$ cat src/hdl/integer_to_csd_digits_core_assert.svh
// Assertion macros for the CSD digit converter.
// Each macro takes a label, the clock, the active-low reset and the checked expression.
`ifndef INTEGER_TO_CSD_DIGITS_CORE_ASSERT_SVH
`define INTEGER_TO_CSD_DIGITS_CORE_ASSERT_SVH
`ifndef SYNTHESIS
`define CSD_ASSERT_PROP(lbl, clk_sig, rst_n_sig, prop) \
	lbl: assert property (@(posedge clk_sig) disable iff (!rst_n_sig) prop) \
		else $error("CSD converter: assertion failed");
`define CSD_ASSERT_NEVER(lbl, clk_sig, rst_n_sig, expr) \
	lbl: assert property (@(posedge clk_sig) disable iff (!rst_n_sig) !(expr)) \
		else $error("CSD converter: forbidden condition seen");
`else
`define CSD_ASSERT_PROP(lbl, clk_sig, rst_n_sig, prop)
`define CSD_ASSERT_NEVER(lbl, clk_sig, rst_n_sig, expr)
`endif
`endif

$ cat src/hdl/i2csd_pkg.sv
`default_nettype none
package i2csd_pkg;

	// Fixed widths of the result fields.
	localparam int PLUS_W  = 16;
	localparam int MINUS_W = 16;
	localparam int COUNT_W = 5;

	// Control flags that travel along the cell chain with each request.
	typedef struct packed {
		logic valid;
		logic found;
	} ctl_t;

endpackage
`default_nettype wire

$ cat src/hdl/i2csd_cell.sv
`default_nettype none
// One digit position of the converter: decides the digit of weight 2^POS and
// updates the remainder, then hands everything on to the next cell.
module i2csd_cell #(
	parameter int WIDTH = 16,
	parameter int POS   = 0
) (
	input  wire logic                     clk,
	input  wire logic                     arst_n,
	input  wire i2csd_pkg::ctl_t          prev_ctl,
	input  wire logic signed [WIDTH:0]    prev_rem,
	input  wire logic [WIDTH+1:0]         prev_t,
	input  wire logic [WIDTH-1:0]         prev_plus,
	input  wire logic [WIDTH-1:0]         prev_minus,
	input  wire logic [$clog2(WIDTH+1)-1:0] prev_cnt,
	output i2csd_pkg::ctl_t               next_ctl,
	output logic signed [WIDTH:0]         next_rem,
	output logic [WIDTH+1:0]              next_t,
	output logic [WIDTH-1:0]              next_plus,
	output logic [WIDTH-1:0]              next_minus,
	output logic [$clog2(WIDTH+1)-1:0]    next_cnt
);

	localparam int REM_W = WIDTH + 1;
	localparam int D_W   = WIDTH + 3;
	localparam int T_W   = WIDTH + 2;
	localparam int CW    = $clog2(WIDTH + 1);

	localparam logic signed [D_W-1:0]   THR  = D_W'(64'sd1 <<< (POS + 1));
	localparam logic signed [D_W-1:0]   NTHR = -THR;
	localparam logic signed [REM_W-1:0] WGT  = REM_W'(64'sd1 <<< POS);
	localparam logic [T_W-1:0]          TLIM = T_W'(64'd1 << (POS + 1));

	logic signed [D_W-1:0]   rem_x;
	logic signed [D_W-1:0]   d3;
	logic                    pos_dig;
	logic                    neg_dig;
	logic                    hit;
	logic signed [REM_W-1:0] rem_n;
	logic [WIDTH-1:0]        plus_n;
	logic [WIDTH-1:0]        minus_n;

	i2csd_pkg::ctl_t        ctl_q;
	logic signed [REM_W-1:0] rem_q;
	logic [T_W-1:0]         t_q;
	logic [WIDTH-1:0]       plus_q;
	logic [WIDTH-1:0]       minus_q;
	logic [CW-1:0]          cnt_q;

	always_comb begin
		rem_x   = D_W'(prev_rem);
		d3      = (rem_x <<< 1) + rem_x;
		pos_dig = d3 > THR;
		neg_dig = d3 < NTHR;
		// The highest position whose threshold fits under three times the magnitude
		// fixes the digit count.
		hit     = !prev_ctl.found && (prev_t >= TLIM);
		rem_n   = prev_rem;
		if (pos_dig) begin
			rem_n = prev_rem - WGT;
		end else if (neg_dig) begin
			rem_n = prev_rem + WGT;
		end
		plus_n       = prev_plus;
		plus_n[POS]  = pos_dig;
		minus_n      = prev_minus;
		minus_n[POS] = neg_dig;
	end

	always_ff @(posedge clk or negedge arst_n) begin
		if (!arst_n) begin
			ctl_q <= '0;
		end else begin
			ctl_q.valid <= prev_ctl.valid;
			ctl_q.found <= prev_ctl.found | hit;
		end
	end

	always_ff @(posedge clk) begin
		rem_q   <= rem_n;
		t_q     <= prev_t;
		plus_q  <= plus_n;
		minus_q <= minus_n;
		cnt_q   <= hit ? CW'(POS + 1) : prev_cnt;
	end

	assign next_ctl   = ctl_q;
	assign next_rem   = rem_q;
	assign next_t     = t_q;
	assign next_plus  = plus_q;
	assign next_minus = minus_q;
	assign next_cnt   = cnt_q;

endmodule
`default_nettype wire

$ cat src/hdl/integer_to_csd_digits_core.sv
`default_nettype none
// Channel  | Handshake     | Payload
// ---------+---------------+-----------------------------------------
// request  | start / busy  | value
// result   | done (strobe) | plus_mask, minus_mask, digit_count
//
// A request is taken at every rising edge with start high and busy low; busy
// is always low, so a new request may follow in every cycle.
// Each result passes through one input register, one cell per digit position
// in the chain, and the output register.
// The asynchronous reset clears the valid and found flags in every stage, so
// requests in flight are dropped. The receiver cannot stall the results.
`include "integer_to_csd_digits_core_assert.svh"
module integer_to_csd_digits_core #(
	parameter int WIDTH = 16
) (
	input  wire logic                          clk,
	input  wire logic                          arst_n,
	input  wire logic                          start,
	output logic                               busy,
	input  wire logic signed [WIDTH-1:0]       value,
	output logic                               done,
	output logic [i2csd_pkg::PLUS_W-1:0]       plus_mask,
	output logic [i2csd_pkg::MINUS_W-1:0]      minus_mask,
	output logic [i2csd_pkg::COUNT_W-1:0]      digit_count
);

	localparam int REM_W = WIDTH + 1;
	localparam int T_W   = WIDTH + 2;
	localparam int CW    = $clog2(WIDTH + 1);

	// Links between the stages. Link 0 is the input register; link j feeds the cell
	// that decides digit position WIDTH-1-j, so the chain walks from the most
	// significant digit downwards, as the greedy rule needs.
	i2csd_pkg::ctl_t         ctl_l   [WIDTH+1];
	logic signed [REM_W-1:0] rem_l   [WIDTH+1];
	logic [T_W-1:0]          t_l     [WIDTH+1];
	logic [WIDTH-1:0]        plus_l  [WIDTH+1];
	logic [WIDTH-1:0]        minus_l [WIDTH+1];
	logic [CW-1:0]           cnt_l   [WIDTH+1];

	// Input register: the remainder starts as the value itself, and three times the
	// magnitude is kept for the digit count search in the cells.
	logic                    valid_s0;
	logic signed [REM_W-1:0] rem_s0;
	logic [T_W-1:0]          t_s0;
	logic [WIDTH-1:0]        mag;

	// The magnitude of the most negative value is 2^(WIDTH-1), which still fits in
	// WIDTH unsigned bits.
	assign mag = value[WIDTH-1] ? WIDTH'(-value) : WIDTH'(value);

	always_ff @(posedge clk or negedge arst_n) begin
		if (!arst_n) begin
			valid_s0 <= 1'b0;
		end else begin
			valid_s0 <= start && !busy;
		end
	end

	always_ff @(posedge clk) begin
		rem_s0 <= REM_W'(value);
		t_s0   <= {2'b00, mag} + {1'b0, mag, 1'b0};
	end

	assign ctl_l[0]   = '{valid: valid_s0, found: 1'b0};
	assign rem_l[0]   = rem_s0;
	assign t_l[0]     = t_s0;
	assign plus_l[0]  = '0;
	assign minus_l[0] = '0;
	assign cnt_l[0]   = '0;

	for (genvar j = 0; j < WIDTH; j++) begin : g_cell
		i2csd_cell #(
			.WIDTH (WIDTH),
			.POS   (WIDTH - 1 - j)
		) u_cell (
			.clk        (clk),
			.arst_n     (arst_n),
			.prev_ctl   (ctl_l[j]),
			.prev_rem   (rem_l[j]),
			.prev_t     (t_l[j]),
			.prev_plus  (plus_l[j]),
			.prev_minus (minus_l[j]),
			.prev_cnt   (cnt_l[j]),
			.next_ctl   (ctl_l[j+1]),
			.next_rem   (rem_l[j+1]),
			.next_t     (t_l[j+1]),
			.next_plus  (plus_l[j+1]),
			.next_minus (minus_l[j+1]),
			.next_cnt   (cnt_l[j+1])
		);
	end

	// When no position reached the threshold the value is small enough for a
	// single digit, so the count defaults to one. The masks and the count are
	// zero-extended or truncated to the fixed result widths.
	logic [CW-1:0]                         cnt_fin;
	logic [WIDTH+i2csd_pkg::PLUS_W-1:0]    plus_ext;
	logic [WIDTH+i2csd_pkg::MINUS_W-1:0]   minus_ext;
	logic [CW+i2csd_pkg::COUNT_W-1:0]      cnt_ext;

	assign cnt_fin   = ctl_l[WIDTH].found ? cnt_l[WIDTH] : CW'(1);
	assign plus_ext  = {{i2csd_pkg::PLUS_W{1'b0}}, plus_l[WIDTH]};
	assign minus_ext = {{i2csd_pkg::MINUS_W{1'b0}}, minus_l[WIDTH]};
	assign cnt_ext   = {{i2csd_pkg::COUNT_W{1'b0}}, cnt_fin};

	logic                            done_q;
	logic [i2csd_pkg::PLUS_W-1:0]    plus_q;
	logic [i2csd_pkg::MINUS_W-1:0]   minus_q;
	logic [i2csd_pkg::COUNT_W-1:0]   cnt_q;

	always_ff @(posedge clk or negedge arst_n) begin
		if (!arst_n) begin
			done_q <= 1'b0;
		end else begin
			done_q <= ctl_l[WIDTH].valid;
		end
	end

	always_ff @(posedge clk) begin
		plus_q  <= plus_ext[i2csd_pkg::PLUS_W-1:0];
		minus_q <= minus_ext[i2csd_pkg::MINUS_W-1:0];
		cnt_q   <= cnt_ext[i2csd_pkg::COUNT_W-1:0];
	end

	// The chain is fully pipelined, so requests are never refused.
	assign busy        = 1'b0;
	assign done        = done_q;
	assign plus_mask   = plus_q;
	assign minus_mask  = minus_q;
	assign digit_count = cnt_q;

	// Positions that carry a nonzero digit of either sign.
	logic [i2csd_pkg::PLUS_W-1:0] digit_nz;

	assign digit_nz = plus_mask | minus_mask;

	// Every request produces a result, and no result appears
	// without a request behind it.
	`CSD_ASSERT_PROP(a_latency, clk, arst_n, start && !busy |-> ##(WIDTH+2) done)
	`CSD_ASSERT_PROP(a_no_orphan, clk, arst_n, done |-> $past(start, WIDTH+2))
	// A position never carries both a plus and a minus digit.
	`CSD_ASSERT_NEVER(a_disjoint, clk, arst_n, done && ((plus_mask & minus_mask) != '0))
	// Canonical form: no two neighbouring digits are both nonzero.
	`CSD_ASSERT_NEVER(a_nonadjacent, clk, arst_n, done && (((digit_nz >> 1) & digit_nz) != '0))

endmodule
`default_nettype wire
$ cat config.mk
export PLATFORM = sky130hd
export DESIGN_NAME = integer_to_csd_digits_core
export DESIGN_NICKNAME = d
export VERILOG_FILES = /design/src/hdl/i2csd_pkg.sv /design/src/hdl/i2csd_cell.sv /design/src/hdl/integer_to_csd_digits_core.sv
export VERILOG_INCLUDE_DIRS = /design/src /design/src/hdl
export SDC_FILE = /design/constraint.sdc
export NUM_CORES = 1
export LEC_CHECK = 0
export BUFFER_PORTS_ARGS = -buffer_cell sky130_fd_sc_hd__buf_2
export CAP_MARGIN = 15
export CORE_UTILIZATION = 55
export CTS_CLUSTER_DIAMETER = 200
export DETAILED_ROUTE_END_ITERATION = 10
export MAX_ROUTING_LAYER = met4
export PLACE_DENSITY = 0.78
export SETUP_SLACK_MARGIN = 0.4
export SYNTH_ARGS = -nofsm -noshare
export SYNTH_HDL_FRONTEND = slang
export SYNTH_HIERARCHICAL = 1
export SYNTH_SLANG_ARGS = --single-unit
$ cat constraint.sdc
create_clock -name clk -period 4 [get_ports clk]
set_input_delay 0.8 -clock clk [delete_from_list [all_inputs] [get_ports clk]]
set_output_delay 0.8 -clock clk [all_outputs]
set_load 0.02 [all_outputs]
==> qor.csv, run 1 <==
metric,value,unit
outcome,finished clean,
Switching Power,18.18,mW
Initial Util,55.85,%
vias,32460,
Place WS,0.2246,ns
Final Cycle Share,89.32,%
chip width,285.9,um
clock buffer depth,3,
via-per-instance ratio,5.787,
Mean Syn Cell Area,10.06,um^2
setup violators final,0,
unrepaired setup endpoints after global routing,true,
Routed WL,90.42,mm
worst-skew pair later-pin latency,0.68,ns
YS warnings,6,
worst-margin pin slew,0.8032,ns
worst setup margin,0.4273,ns
pwr dens,914.5,mW/mm^2
Core Area,0.07939,mm^2
CP arrival,4.11,ns
all-layer global routing usage,22.36,%
Rel. slew slack,46.45,%
Max-Cap Viols,0,
first drt pass iteration count,5,
reg2reg end,g_cell[11].u_cell/next_rem[12],
CP required,4.53,ns
Syn Std Cell Area,0.04434,mm^2
H-tree levels,3,
initial antenna violation count,0,
DIE HEIGHT,285.9,um
DRT iter0 DRCs,2203,
flop-to-flop setup slack,0.43,ns
Reg2Reg Depth,12,
total power,44.87,mW
vias in the first global route,30900,
ant diodes,0,
layout cells sized above 1,11.76,%
crit start category,flip-flop,
# hold bufs at CTS,0,
Hold Crit Class,input pin to async pin,
Worst-path clk slew,0.07,ns
Min Hold Slack,0.2006,ns
Multi-input gate area,0.02343,mm^2
pin count of the biggest net entering global routing,35,
CTS tree,done,
Clock power frac,20.4,%
register area,0.01951,mm^2
Area growth syn-to-layout,10.65,%
post-DR wirelength/cell,16.12,um
DIE AREA,0.08176,mm^2
Clock Sinks,966,
VDD IR max,0.0004316,V
Logic pwr share,46.5,%
fill cell count,6527,
first-pass GRT wire length,150.2,mm
PortBufs,56,
synthesized instance count,4408,
final hold viol count,0,
Sw Share,40.52,%
Fmax,0.2799,GHz
CP max FO,7,
Final min period,3.573,ns
Rows,103,
Final TNS setup,0,ns
I/O pin count,58,
Inserted Clock Buffers,95,
Crit. End Element,flip-flop,
clk root buf,clkbuf_16,
drc violations,0,
Reg power frac,33.1,%
P_int,26.69,mW
critical path class,flip-flop to flip-flop,
post-DP HPWL,66.08,mm
design area,0.04906,mm^2
Worst Skew,0.04193,ns
GPL Wtd Cong,0.9758,
worst r2r src,g_cell[10].u_cell/next_rem[1],
Area after DPL,0.04541,mm^2
Final Max Slew Viols,0,
Leak,20.54,nW
post-route ant nets,0,
total global routing overflow,0,
Final #Nets,4921,
[how the worst max path moves through the flow]
stage | end | slack (ns) | depth (start not counted) | from
2_1_floorplan | t_s0[12] | 0.52 | 12 | value[3]
3_3_place_gp | g_cell[11].u_cell/next_rem[12] | 0.27 | 12 | g_cell[10].u_cell/next_rem[11]
3_5_place_dp | g_cell[11].u_cell/next_rem[12] | 0.22 | 12 | g_cell[10].u_cell/next_rem[11]
4_1_cts | g_cell[11].u_cell/next_rem[12] | 0.40 | 12 | g_cell[10].u_cell/next_rem[5]
5_1_grt | g_cell[11].u_cell/next_rem[12] | 0.34 | 12 | g_cell[10].u_cell/next_rem[1]
6_report | g_cell[11].u_cell/next_rem[12] | 0.43 | 12 | g_cell[10].u_cell/next_rem[1]
[critical path, stage by stage (launching register included)]
cell	delay, ns
dfxtp_1	0.38
and2_1	0.20
fa_1	0.43
a211oi_2	0.35
o21a_1	0.31
o31ai_1	0.12
xor2_1	0.26
o21ai_0	0.21
or4_4	0.64
nand2_8	0.13
inv_4	0.05
a32o_1	0.25
xnor2_1	0.13
[per-layer routing]
layer	wire length [um]	part of all wire (%)	vias up	global-route usage, %
met3	4821	5.3	167	3.174
met1	41210	46	15320	28.85
met4	2122	2.3	0	6.604
met2	42270	47	864	36.36
met5	0	0	-	-
li1	-	-	16110	-
[sequential cells by signal, summed over array words and instances (netlist names)]
signal                    flops
minus_mask                   16
done                          1
digit_count                   5
g_cell.u_cell/next_rem      255
g_cell.u_cell/next_t        255
g_cell.u_cell/next_plus     136
rem_s0                       15
g_cell.u_cell/next_cnt       80
valid_s0                      1
t_s0                         18
plus_mask                    16
g_cell.u_cell/next_ctl       32
g_cell.u_cell/next_minus    136
[layout by cell type, fill, tap and decap left out, types with 56 or more instances in the layout]
| master | n |
|---|---|
| dfxtp_1 | 928 |
| ha_1 | 387 |
| nand2_1 | 303 |
| inv_1 | 253 |
| a21oi_1 | 247 |
| xnor2_1 | 191 |
| nor2_1 | 146 |
| nand3_1 | 143 |
| o21ai_0 | 141 |
| clkbuf_16 | 95 |
| nand4_1 | 89 |
| a21o_1 | 79 |
| nor3_1 | 78 |
| and3_1 | 61 |
| nor2b_1 | 58 |
| and2_1 | 56 |
| buf_2 | 56 |
[repair_timing]
action | in CTS | in global routing
endpoints found under the setup margin | 19 | 80
pin swaps | 1 | 13
hold endpoints to repair | 0 | 0
setup buffers | 2 | 5
gates cloned | 0 | 1
gates resized for setup | 6 | 55
[through the flow]
step	instances	util, %
3_5_place_dp	5427	57.20
5_1_grt	5609	61.80
6_report	5609	61.80
4_1_cts	5603	61.43
2_1_floorplan	4415	-
3_3_place_gp	5427	57.20
[power by group through the flow]
stage,logic [mW],registers (mW),clock network (mW)
global placement,19.7,14.9,0
global route,22.9,15.3,9.84
floorplan,15.8,14.6,0
CTS,20.0,14.9,9.40
finish,20.9,14.9,9.14
detailed placement,19.8,15.1,0
[cell type report]
cell class	instances	area share, %
clock buffer	128	5.384
sequential	966	39.77
multi-input combinational	3076	47.75
timing repair buffer	84	1.025
clock inverter	46	1.390
tap	1050	2.678
inverter	259	1.997
Note: power is estimated with default switching activity, not from simulation.
==> inputs of run 2 (changes only) <==
--- a/config.mk
+++ b/config.mk
@@ -6,13 +6,14 @@
 export SDC_FILE = /design/constraint.sdc
 export NUM_CORES = 1
 export LEC_CHECK = 0
+export ABC_AREA = 1
 export BUFFER_PORTS_ARGS = -buffer_cell sky130_fd_sc_hd__buf_2
 export CAP_MARGIN = 15
-export CORE_UTILIZATION = 55
+export CORE_UTILIZATION = 64
 export CTS_CLUSTER_DIAMETER = 200
 export DETAILED_ROUTE_END_ITERATION = 10
 export MAX_ROUTING_LAYER = met4
-export PLACE_DENSITY = 0.78
+export PLACE_DENSITY = 0.88
 export SETUP_SLACK_MARGIN = 0.4
 export SYNTH_ARGS = -nofsm -noshare
 export SYNTH_HDL_FRONTEND = slang
==> run 2 against run 1 <==
Global-route usage rose by 5.7 points. Clock power rose by 3.8%. Power fell by 2.7%.
==> qor.csv, run 2 <==
metric,value,unit,change
all-layer global routing usage,28.04,%,+5.7 points
Rel. slew slack,46.55,%,+0.10 points
Worst Skew,0.03694,ns,-0.004988 ns
H-tree levels,3,,unchanged
Worst-path clk slew,0.07,ns,about the same
Rows,102,,-0.97%
CP arrival,3.56,ns,-0.55 ns
"most common cell after layout, fill and taps aside",nand2_1,,
DIE HEIGHT,281.3,um,-1.6%
Multi-input gate area,0.02588,mm^2,+10%
Crit. End Element,flip-flop,,
via-per-instance ratio,5.102,,-12%
YS warnings,6,,unchanged
layout cells sized above 1,8.994,%,-2.8 points
Inserted Clock Buffers,92,,-3.2%
worst-skew pair later-pin latency,0.67,ns,about the same
crit-path most repeated cell,nand2_1,,
Mean Syn Cell Area,7.234,um^2,-28%
design area,0.05465,mm^2,+11%
total global routing overflow,0,,unchanged
post-DR wirelength/cell,13.17,um,-18%
"non-filler cells, final",8145,,+45%
VDD IR max,0.0004713,V,+9.2%
unrepaired setup endpoints after global routing,false,,
pin count of the biggest net entering global routing,35,,unchanged
post_cts resized,0,,-6
vias,41560,,+28%
Area after DPL,0.05124,mm^2,+13%
Clock Sinks,966,,unchanged
Final TNS setup,0,ns,unchanged
critical path class,flip-flop to flip-flop,,
P_int,25.11,mW,-5.9%
register area,0.01951,mm^2,about the same
crit start category,flip-flop,,
GPL Wtd Cong,0.9742,,-0.16%
worst-margin pin slew,0.8017,ns,-0.001539 ns
post-route ant nets,0,,unchanged
Worst path slowest cell,dfxtp_1,,
Final #Nets,7465,,+52%
Logic pwr share,44.7,%,-1.8 points
most frequent cells in the layout,"nand2_1 (2347), inv_1 (1067), dfxtp_1 (932), nand3_1 (611), ha_1 (403)",,
Final min period,2.948,ns,-0.6250 ns
Final Cycle Share,73.69,%,-16 points
drc violations,0,,unchanged
vias in the first global route,40140,,+30%
final hold viol count,0,,unchanged
setup violators final,0,,unchanged
Core Area,0.07734,mm^2,-2.6%
worst-path cell chain,inv_1 > ha_1 > nand2_1 > nor2_1 > and2_1 > nand2_1 > nand2_1 > nand2_1 > nand2_1 > nand2_1 > nor2_2 > nand3_2 > nand2_2 > nand2_1 > nand2_1 > nand2_1 > nand2_1,,
placed cells,7972,,+47%
Reg power frac,33.6,%,+0.5 points
synthesized instance count,6903,,+57%
clk root buf,clkbuf_16,,
Fmax,0.3393,GHz,+21%
CP max stage delay,0.43,ns,-0.21 ns
CP required,4.62,ns,+0.09 ns
Hold Crit Class,input pin to async pin,,
fin util,70.67,%,+8.9 points
chip width,281.3,um,-1.6%
Reg2Reg Depth,17,,+5
Switching Power,18.57,mW,+2.1%
first drt pass iteration count,6,,+1
clock buffer depth,3,,unchanged
Area growth syn-to-layout,9.443,%,
initial antenna violation count,1,,+1
Routed WL,107.3,mm,+19%
fill cell count,6078,,-6.9%
Max-Cap Viols,0,,unchanged
post-CTS setup buffers,0,,-2
Syn Std Cell Area,0.04994,mm^2,+13%
Leak,29.67,nW,+44%
CTS tree,done,,
DIE AREA,0.07915,mm^2,-3.2%
outcome,finished clean,,
DRT iter0 DRCs,2741,,+24%
# hold bufs at CTS,0,,unchanged
Clock power frac,21.7,%,+1.3 points
Initial Util,64.57,%,+8.7 points
reg2reg end,g_cell[12].u_cell/next_rem[15],,
ant diodes,0,,unchanged
post-DP HPWL,80.15,mm,+21%
CP max FO,14,,+7
I/O pin count,58,,unchanged
Final Max Slew Viols,0,,unchanged
pwr dens,799.1,mW/mm^2,-13%
first-pass GRT wire length,181.2,mm,+21%
flop-to-flop setup slack,1.05,ns,+0.63 ns
Sw Share,42.51,%,+2.0 points
PortBufs,56,,unchanged
worst r2r src,g_cell[11].u_cell/next_rem[10],,
run 2: cell type report:
cell class                      count  area share [%]
Multi-Input combinational cell   4779           47.35
Clock buffer                      113           4.613
Clock inverter                     60           1.632
Sequential cell                   966           35.69
Tap cell                         1040           2.381
Inverter                         1125           7.731
Timing Repair Buffer               62          0.5952
run 2: metal layers:
layer	routed length (um)	up-vias	global-route usage [%]
li1	-	21550	-
met1	46590	18750	32.43
met2	52810	983	49.60
met3	4566	268	3.273
met4	3334	0	10.62
met5	0	-	-
run 2: critical path, delay by kind of cell, from the launching register on:
kind | cells | cell delay (ns)
fa+ha+maj | 1 | 0.42
buf+inv | 1 | 0.14
flops | 1 | 0.43
simple gates | 15 | 1.88
run 2: worst max path at each step:
stage | start | endpoint | slack (ns) | cells past startpoint
after detailed placement | value[0] | t_s0[9] | 0.89 | 13
final | g_cell[11].u_cell/next_rem[10] | g_cell[12].u_cell/next_rem[15] | 1.05 | 17
after floorplan | value[0] | t_s0[9] | 1.40 | 12
after global placement | value[1] | t_s0[17] | 1.02 | 15
after CTS | g_cell[10].u_cell/next_rem[11] | g_cell[11].u_cell/next_rem[9] | 1.11 | 16
after global routing | g_cell[11].u_cell/next_rem[10] | g_cell[12].u_cell/next_rem[13] | 0.79 | 17
run 2: power groups by stage:
stage                     Combinational, mW  Sequential, mW  Clock [mW]
after floorplan                        15.4            14.2           0
after global placement                 18.6            14.6           0
after detailed placement               19.1            14.8           0
after CTS                              19.3            14.7        9.68
after global routing                   22.3            15.0        10.1
final                                  19.5            14.7        9.49
run 2: stage by stage:
stage / setup slack [ns] / power [mW] / hold slack [ns]
final: 1.052 / 43.67 / 0.2030
after global placement: 1.019 / 33.19 / 0.3097
after CTS: 1.111 / 43.69 / 0.1780
after floorplan: 1.398 / 29.67 / 0.3096
after detailed placement: 0.8941 / 33.90 / 0.3121
after global routing: 0.7885 / 47.34 / 0.2091
